**config.mk**
```make
export PLATFORM = sky130hd
export DESIGN_NAME = lru_buffer_pool_dirty_tracker_unit
export DESIGN_NICKNAME = d
export VERILOG_FILES = /design/src/rtl/lbpdt_pkg.sv /design/src/rtl/lru_buffer_pool_dirty_tracker_unit.sv
export SDC_FILE = /design/constraint.sdc
export NUM_CORES = 1
export LEC_CHECK = 0
export ABC_CLOCK_PERIOD_IN_PS = 14250
export BUFFER_PORTS_ARGS = -buffer_cell sky130_fd_sc_hd__buf_2
export CORE_MARGIN = 5
export CORE_UTILIZATION = 25
export CTS_CLUSTER_DIAMETER = 40
export DETAILED_ROUTE_END_ITERATION = 7
export SETUP_SLACK_MARGIN = 0.1
export SLEW_MARGIN = 20
export SYNTH_ARGS = -nofsm -noshare
export SYNTH_HDL_FRONTEND = slang
export SYNTH_SLANG_ARGS = --single-unit
```
**constraint.sdc**
```tcl
create_clock -name clock -period 14.25 [get_ports clock]
set_clock_uncertainty 0.2 [all_clocks]
set_input_delay 1.425 -clock clock [delete_from_list [all_inputs] [get_ports clock]]
set_output_delay 1.425 -clock clock [all_outputs]
set_load 0.02 [all_outputs]
```
**src/rtl/lbpdt_pkg.sv**
```systemverilog
// Shared types and codes for the buffer pool page tracker.
package lbpdt_pkg;

   localparam int ENTRIES = 8;
   localparam int PAGE_ID_BITS = 32;
   localparam int ACTION_BITS = 2;
   localparam int KIND_BITS = 3;
   localparam int SLOT_BITS = 3;
   localparam int CAP_BITS = 4;

   typedef enum logic [ACTION_BITS-1:0] {
      ACT_FETCH = 2'd0,
      ACT_MARK  = 2'd1,
      ACT_FLUSH = 2'd2,
      ACT_ALL   = 2'd3
   } action_type;

   localparam logic [KIND_BITS-1:0] K_HIT      = 3'd0;
   localparam logic [KIND_BITS-1:0] K_LOAD     = 3'd1;
   localparam logic [KIND_BITS-1:0] K_WB       = 3'd2;
   localparam logic [KIND_BITS-1:0] K_DONE     = 3'd3;
   localparam logic [KIND_BITS-1:0] K_NOTFOUND = 3'd4;
   localparam logic [KIND_BITS-1:0] K_CLEAN    = 3'd5;

endpackage

```
**src/rtl/lru_buffer_pool_dirty_tracker_unit.sv**
```systemverilog
// Top level of the LRU buffer pool page tracker with dirty writeback.
//
//  channel | dir | payload
//  req_    | in  | tdata = action[1:0], page_number[33:2], zero fill to 40 bits
//  rsp_    | out | tuser = kind[2:0]; tdata = page_out[31:0], slot[34:32]; tlast = last
//  csr_    | in  | pool_capacity[3:0]
//
// A request is taken while the unit is idle; the tag memory is then read one slot
// per cycle in a walk over all ENTRIES slots, held only while a flush-all writeback
// waits for the output. A new request waits until the last result is registered.
// A single output register holds each result until it is transferred.
// Reset is synchronous and clears valid, dirty, rank and occupancy at once.
module lru_buffer_pool_dirty_tracker_unit (
   input  logic        clock,
   input  logic        reset,
   input  logic        req_tvalid,
   output logic        req_tready,
   input  logic [39:0] req_tdata,   // action, page_number, zero fill
   input  logic        rsp_tready,
   output logic        rsp_tvalid,
   output logic [39:0] rsp_tdata,   // page_out, slot, zero fill
   output logic [2:0]  rsp_tuser,   // kind
   output logic        rsp_tlast,
   input  logic        csr_valid,
   output logic        csr_ready,
   input  logic [3:0]  csr_data
);

   localparam int ENTRIES = lbpdt_pkg::ENTRIES;
   localparam int PAGE_ID_BITS = lbpdt_pkg::PAGE_ID_BITS;
   localparam int IW = (ENTRIES > 1) ? $clog2(ENTRIES) : 1;
   localparam int CW = $clog2(ENTRIES + 1);

   typedef enum logic [5:0] {
      S_IDLE  = 6'b000001,
      S_SCAN  = 6'b000010,
      S_DEC   = 6'b000100,
      S_EVRD  = 6'b001000,
      S_EMIT  = 6'b010000,
      S_WAIT  = 6'b100000
   } state_type;

   state_type state_ff, state_in;
   logic [PAGE_ID_BITS-1:0] tag_mem [ENTRIES];
   logic [PAGE_ID_BITS-1:0] rd_ff;
   logic [ENTRIES-1:0] valid_ff, dirty_ff;
   logic [IW-1:0] rank_ff [ENTRIES];
   logic [CW-1:0] occ_ff;
   logic [3:0] cap_ff;

   lbpdt_pkg::action_type act_ff;
   logic [PAGE_ID_BITS-1:0] page_ff;
   logic [IW:0] idx_ff;         // scan index, holds ENTRIES at end
   logic hit_ff;
   logic [IW-1:0] hit_slot_ff;
   logic [IW-1:0] victim_ff;

   logic o_valid_ff, o_last_ff;
   logic [2:0] o_kind_ff;
   logic [PAGE_ID_BITS-1:0] o_page_ff;
   logic [IW-1:0] o_slot_ff;

   logic [3:0] cap_eff;
   logic [IW-1:0] idx_lo;
   logic out_free;
   logic need_evict;
   logic dec_miss;
   logic scan_step;
   logic rd_en;
   logic [IW-1:0] rd_idx;
   logic wr_en;
   logic [IW-1:0] wr_idx;

   assign req_tready = (state_ff == S_IDLE);
   assign csr_ready = 1'b1;
   assign out_free = !o_valid_ff || rsp_tready;
   assign idx_lo = idx_ff[IW-1:0];

   always_comb begin
      cap_eff = cap_ff;
      if (cap_ff == 4'd0) cap_eff = 4'd1;
      if (32'(cap_eff) > ENTRIES) cap_eff = 4'(ENTRIES);
   end

   // LRU victim: highest rank among valid slots, last one on ties.
   logic [IW-1:0] lru_slot;
   always_comb begin
      logic [IW-1:0] best;
      best = '0;
      lru_slot = '0;
      for (int i = 0; i < ENTRIES; i++) begin
         if (valid_ff[i] && rank_ff[i] >= best) begin
            lru_slot = IW'(i);
            best = rank_ff[i];
         end
      end
   end

   logic [IW-1:0] free_slot;
   always_comb begin
      free_slot = '0;
      for (int i = ENTRIES - 1; i >= 0; i--)
         if (!valid_ff[i]) free_slot = IW'(i);
   end

   assign need_evict = (occ_ff != '0) && (32'(occ_ff) >= 32'(cap_eff));
   assign dec_miss = (state_ff == S_DEC) && out_free
                     && (act_ff == lbpdt_pkg::ACT_FETCH) && !hit_ff;
   // The loaded tag is written at the decision edge, so the next walk reads it.
   assign wr_en = dec_miss && !need_evict;
   assign wr_idx = free_slot;

   // The walk advances unless a flush-all writeback waits for the output.
   always_comb begin
      scan_step = 1'b0;
      if (idx_ff != (IW+1)'(ENTRIES))
         scan_step = !(act_ff == lbpdt_pkg::ACT_ALL && valid_ff[idx_lo]
                       && dirty_ff[idx_lo] && !out_free);
   end

   // Reads run ahead: slot 0 on a request, the next slot in the walk, the LRU victim.
   always_comb begin
      rd_en = 1'b0;
      rd_idx = '0;
      if (state_ff == S_IDLE) begin
         rd_en = req_tvalid;
      end else if (state_ff == S_SCAN) begin
         rd_en = scan_step && (32'(idx_ff) + 1 < ENTRIES);
         rd_idx = IW'(idx_ff + 1'b1);
      end else if (state_ff == S_DEC) begin
         rd_en = dec_miss && need_evict;
         rd_idx = lru_slot;
      end
   end

   always_ff @(posedge clock) begin
      if (rd_en) rd_ff <= tag_mem[rd_idx];
   end

   always_ff @(posedge clock) begin
      if (wr_en) tag_mem[wr_idx] <= page_ff;
   end

   logic [39:0] req_pad;
   assign req_pad = req_tdata;

   always_ff @(posedge clock) begin
      if (reset) begin
         state_ff <= S_IDLE;
         valid_ff <= '0;
         dirty_ff <= '0;
         for (int i = 0; i < ENTRIES; i++) rank_ff[i] <= '0;
         occ_ff <= '0;
         cap_ff <= 4'd8;
         o_valid_ff <= 1'b0;
      end else begin
         if (csr_valid) cap_ff <= csr_data;
         if (rsp_tready) o_valid_ff <= 1'b0;
         unique case (state_ff)
            S_IDLE: if (req_tvalid) begin
               act_ff <= lbpdt_pkg::action_type'(req_pad[1:0]);
               page_ff <= PAGE_ID_BITS'(req_pad[33:2]);
               idx_ff <= '0;
               hit_ff <= 1'b0;
               state_ff <= S_SCAN;
            end
            S_SCAN: begin
               // rd_ff holds tag of slot idx_lo.
               if (idx_ff != (IW+1)'(ENTRIES)) begin
                  if (act_ff == lbpdt_pkg::ACT_ALL) begin
                     if (valid_ff[idx_lo] && dirty_ff[idx_lo]) begin
                        if (out_free) begin
                           dirty_ff[idx_lo] <= 1'b0;
                           o_valid_ff <= 1'b1;
                           o_kind_ff <= lbpdt_pkg::K_WB;
                           o_page_ff <= rd_ff;
                           o_slot_ff <= idx_lo;
                           o_last_ff <= 1'b0;
                           idx_ff <= idx_ff + 1'b1;
                        end
                     end else begin
                        idx_ff <= idx_ff + 1'b1;
                     end
                  end else begin
                     if (valid_ff[idx_lo] && rd_ff == page_ff && !hit_ff) begin
                        hit_ff <= 1'b1;
                        hit_slot_ff <= idx_lo;
                     end
                     idx_ff <= idx_ff + 1'b1;
                  end
               end else begin
                  state_ff <= S_DEC;
               end
            end
            S_DEC: if (out_free) begin
               o_page_ff <= page_ff;
               o_last_ff <= 1'b1;
               unique case (act_ff)
                  lbpdt_pkg::ACT_ALL: begin
                     o_valid_ff <= 1'b1;
                     o_kind_ff <= lbpdt_pkg::K_DONE;
                     o_page_ff <= '0;
                     o_slot_ff <= '0;
                     state_ff <= S_IDLE;
                  end
                  lbpdt_pkg::ACT_MARK: begin
                     o_valid_ff <= 1'b1;
                     o_kind_ff <= hit_ff ? lbpdt_pkg::K_DONE : lbpdt_pkg::K_NOTFOUND;
                     o_slot_ff <= hit_ff ? hit_slot_ff : '0;
                     if (hit_ff) dirty_ff[hit_slot_ff] <= 1'b1;
                     state_ff <= S_IDLE;
                  end
                  lbpdt_pkg::ACT_FLUSH: begin
                     o_valid_ff <= 1'b1;
                     o_slot_ff <= hit_ff ? hit_slot_ff : '0;
                     if (!hit_ff) o_kind_ff <= lbpdt_pkg::K_NOTFOUND;
                     else if (dirty_ff[hit_slot_ff]) o_kind_ff <= lbpdt_pkg::K_WB;
                     else o_kind_ff <= lbpdt_pkg::K_CLEAN;
                     if (hit_ff) dirty_ff[hit_slot_ff] <= 1'b0;
                     state_ff <= S_IDLE;
                  end
                  lbpdt_pkg::ACT_FETCH: begin
                     if (hit_ff) begin
                        for (int i = 0; i < ENTRIES; i++)
                           if (valid_ff[i] && rank_ff[i] < rank_ff[hit_slot_ff])
                              rank_ff[i] <= rank_ff[i] + 1'b1;
                        rank_ff[hit_slot_ff] <= '0;
                        o_valid_ff <= 1'b1;
                        o_kind_ff <= lbpdt_pkg::K_HIT;
                        o_slot_ff <= hit_slot_ff;
                        state_ff <= S_IDLE;
                     end else if (need_evict) begin
                        victim_ff <= lru_slot;
                        state_ff <= S_EVRD;
                     end else begin
                        for (int i = 0; i < ENTRIES; i++)
                           if (valid_ff[i]) rank_ff[i] <= rank_ff[i] + 1'b1;
                        rank_ff[free_slot] <= '0;
                        valid_ff[free_slot] <= 1'b1;
                        dirty_ff[free_slot] <= 1'b0;
                        occ_ff <= occ_ff + 1'b1;
                        o_valid_ff <= 1'b1;
                        o_kind_ff <= lbpdt_pkg::K_LOAD;
                        o_slot_ff <= free_slot;
                        state_ff <= S_IDLE;
                     end
                  end
                  default: state_ff <= S_IDLE;
               endcase
            end
            S_EVRD: state_ff <= S_EMIT;
            S_EMIT: if (out_free) begin
               if (dirty_ff[victim_ff]) begin
                  o_valid_ff <= 1'b1;
                  o_kind_ff <= lbpdt_pkg::K_WB;
                  o_page_ff <= rd_ff;
                  o_slot_ff <= victim_ff;
                  o_last_ff <= 1'b0;
               end
               valid_ff[victim_ff] <= 1'b0;
               dirty_ff[victim_ff] <= 1'b0;
               rank_ff[victim_ff] <= '0;
               occ_ff <= occ_ff - 1'b1;
               state_ff <= S_WAIT;
            end
            S_WAIT: state_ff <= S_DEC;
            default: state_ff <= S_IDLE;
         endcase
      end
   end

   assign rsp_tvalid = o_valid_ff;
   assign rsp_tlast = o_last_ff;
   assign rsp_tuser = o_kind_ff;
   assign rsp_tdata = {5'b0, 3'(o_slot_ff), 32'(o_page_ff)};

   logic unused_ok;
   assign unused_ok = ^req_pad[39:34];

endmodule

```
==> summary.md <==
| Metric | Value |
|---|---|
| Flops & latches, synth | `430` |
| Synth Warn # | `0` |
| Max FO, Critical Path | `65` |
| Port bufs | `83` |
| Hold Crit Class | `reg -> reg` |
| Crit-path slowest cell | `a21o_4` |
| Via-per-instance ratio | `4.63` |
| Power density over the cells | `129 nW/µm²` |
| Hold Slack | `0.316 ns` |
| CP arrival | `roughly 12 ns` |
| CP max stage delay | `0.83 ns` |
| Hold Buf Count CTS | `0` |
| Layout Utilization | `0.299` |
| Final max-slew violation count | `0` |
| Drt first pass iters | `5` |
| Post-synth EDFFs | `372` |
| Max clock buf depth | `3` |
| Share of cells above drive strength 1 | `0.178` |
| Final Hold Fails | `0` |
| TNS Setup | `0 ns` |
| Final wirelength | `~51000 µm` |
| All-layer global routing usage | `0.115` |
| Clk sinks | `430` |
| Initial core utilization | `0.252` |
| Area delta synth->final | `18.6%` |
| # fillers | `7849` |
| Max Clock Freq | `about 82 MHz` |
| DIE WIDTH | `~290 µm` |
| Core Rows | `roughly 100` |
| Die Ht | `292 µm` |
| Final period util | `0.855` |
| Most common cell on crit path | `ha_1` |
| Area of the multi-input gates | `7140 µm²` |
| Slew margin rel. | `0.261` |
| RSZ-0062 raised after global routing | `false` |
| Ports | `96` |
| Leak | `7.77 nW` |
| Die ar. | `roughly 85000 µm²` |
| Min Clock Period, post-route | `12.19 ns` |
| Post-Syn Area per Cell | `around 13 µm²` |
| Synth top area cells | `edfxtp_1 (56%), mux2i_1 (10%), dfxtp_1 (5.8%)` |
| Reg-to-reg endpoint | `rd_ff[25]` |
| CP Class | `reg -> reg` |
| IR drop worst, VDD | `97.4 µV` |
| Placed wire-length estimate | `~31000 µm` |
| Outcome | `finished clean` |
| Max cap viols | `0` |
| Worst R2R Start | `valid_ff[0]` |
| Drt wl/cell | `18.9 µm` |
| Synthesized area | `19900 µm²` |
| GR Overflow Total | `0` |
| WHS Path Cells | `2` |
| Post-cts repair resize count | `0` |
| Total power after layout | `~3.1 mW` |
| Post-synth top area share | `0.561` |
| Final WS setup | `2.06 ns` |
| Post-DRT Antenna Nets | `0` |
| Hold path startpoint | `occ_ff[2]` |
| Worst-case reg-to-reg path depth | `48` |
| Post-synthesis sequential area ratio | `0.620` |
| Largest net degree at the start of global routing | `66` |
| Post-CTS setup buffer count | `0` |
| Clock latency on the worst-skew pair | `0.64 ns` |
| H-tree levels | `2` |
| Core region area | `79000 µm²` |
| Gpl congestion | `0.860` |
| Layout Nets | `1678` |
| CP endpoint kind | `flop` |
| Post-synth ARST share | `0` |
| CTS tree | `done` |
| Required time of the critical path | `14.43 ns` |
| Root buf cell | `clkbuf_16` |
| Netlist cell types | `73` |
| Top_reg_cell synth | `edfxtp_1` |
| Worst slew pin tran | `~1.1 ns` |
| Vias in the first global route | `approximately 13k` |
| Mapped Cells | `1486` |
| Synth area leader | `edfxtp_1` |
| Cts bufs inserted | `59` |
| Endpoints failing setup | `0` |
| Worst-path clk slew | `0.07 ns` |
| Antenna violations before repair | `2` |
| Crit start category | `flop` |
| Worst Hold Path EP | `occ_ff[2]` |
| DR iter-0 viols | `between 1k and 1.5k` |
| DP Worst Slack | `2.13 ns` |
| DRC | `0` |
| Vias | `12.4k` |
| Global-route wire length before repair | `roughly 77000 µm` |
| FF+latch area | `between 10000 and 15000 µm²` |
| Reg2reg setup slack | `2.06 ns` |
power breakdown:
group | leakage, nW | internal (mW) | switching [mW]
combinational | 2.91 | 0.0441 | 0.0751
clock | 1.01 | 0.885 | 0.624
sequential | 3.85 | 1.39 | 0.0298
total | 7.77 | 2.32 | 0.729
flip-flops by register name, summed over array words and instances (netlist names), 2 cells and up, named ones only:
register and count:
tag_mem 256, o_page_ff 32, page_ff 32, rd_ff 32, rank_ff 24, dirty_ff 8, valid_ff 8, state_ff 6
cap_ff 4, idx_ff 4, occ_ff 4, hit_slot_ff 3, o_slot_ff 3, rsp_tuser 3, victim_ff 3, act_ff 2
metrics by stage:
step	instance area (µm²)	instances
6_report	23600	2679
5_1_grt	23600	2678
4_1_cts	23600	2678
3_5_place_dp	21500	2566
3_3_place_gp	21500	2565
2_1_floorplan	19900	1490
kinds of logic (layout without fill, tap and decap cells):
kind of cell               Yosys count  count (layout)  synth area share
xor gates and xnor gates            50              50            0.0220
and+or+nand+nor                    376             376            0.0916
muxes                              261             261             0.142
buffers and inverters              115             253            0.0265
DFF                                430             430             0.620
AOI/OAI and AO/OA                  200             200            0.0651
adders and majority gates           52              52            0.0331
other                                2               7          0.000377
cells in the mapped netlist (14+ instances only):
library cell / n
mux2i_1: 206
a21oi_1: 58
nand3b_1: 36
o21ai_0: 47
nor2_1: 92
mux2_2: 43
xnor2_1: 45
clkbuf_1: 43
edfxtp_1: 372
o21a_1: 17
nand3_1: 17
dfxtp_1: 58
nor3_1: 25
nand2b_1: 18
nand2_1: 133
ha_1: 51
inv_1: 36
buf_2: 14
critical path: cells and delay by family (launching register included):
family,cells,cell delay (ns)
simple gates,16,2.09
buf+inv,1,0.49
fa+ha+maj,7,2.01
flops,1,0.60
mux,7,2.26
compound gates,17,4.20
layout by cell type (no fill, tap or decap), types with 12 or more instances in the layout:
cell type  count
a21oi_1       58
buf_2         83
buf_4         18
clkbuf_16     59
dfxtp_1       58
edfxtp_1     372
ha_1          51
inv_1         35
inv_6         14
mux2_2        43
mux2i_1      206
mux4_2        12
nand2_1      133
nand2b_1      18
nand3_1       16
nand3b_1      36
nand4_1       13
nor2_1        85
nor3_1        24
o211ai_1      12
o21a_1        17
o21ai_0       47
xnor2_1       45
per-layer routing:
metal,part of all wire,track usage,wire (µm),vias to the layer above
li1,-,-,-,5762
met1,0.43,0.151,21700,6150
met2,0.49,0.194,24700,404
met3,0.057,0.0237,2900,89
met4,0.025,0.0324,1250,0
met5,0,0,0,-
cell type report:
| type | instances | area share |
|---|---|---|
| Sequential cell | 430 | 0.523 |
| Multi-Input combinational cell | 945 | 0.303 |
| Clock buffer | 64 | 0.0634 |
| Tap cell | 1050 | 0.0557 |
| Timing Repair Buffer | 103 | 0.0250 |
| Clock inverter | 48 | 0.0243 |
| Inverter | 38 | 0.00605 |
| Antenna cell | 1 | 0.000106 |
worst max-delay path by stage:
stage,from,endpoint,slack [ns],cells past startpoint
final,valid_ff[0],rd_ff[25],2.06,48
after global routing,valid_ff[0],rd_ff[23],1.33,48
after CTS,valid_ff[0],rd_ff[25],2.06,48
after detailed placement,valid_ff[0],rd_ff[25],2.13,48
after global placement,valid_ff[0],rd_ff[23],2.34,48
after floorplan,valid_ff[0],rd_ff[12],4.25,51
(Power assumes the default switching activity.)
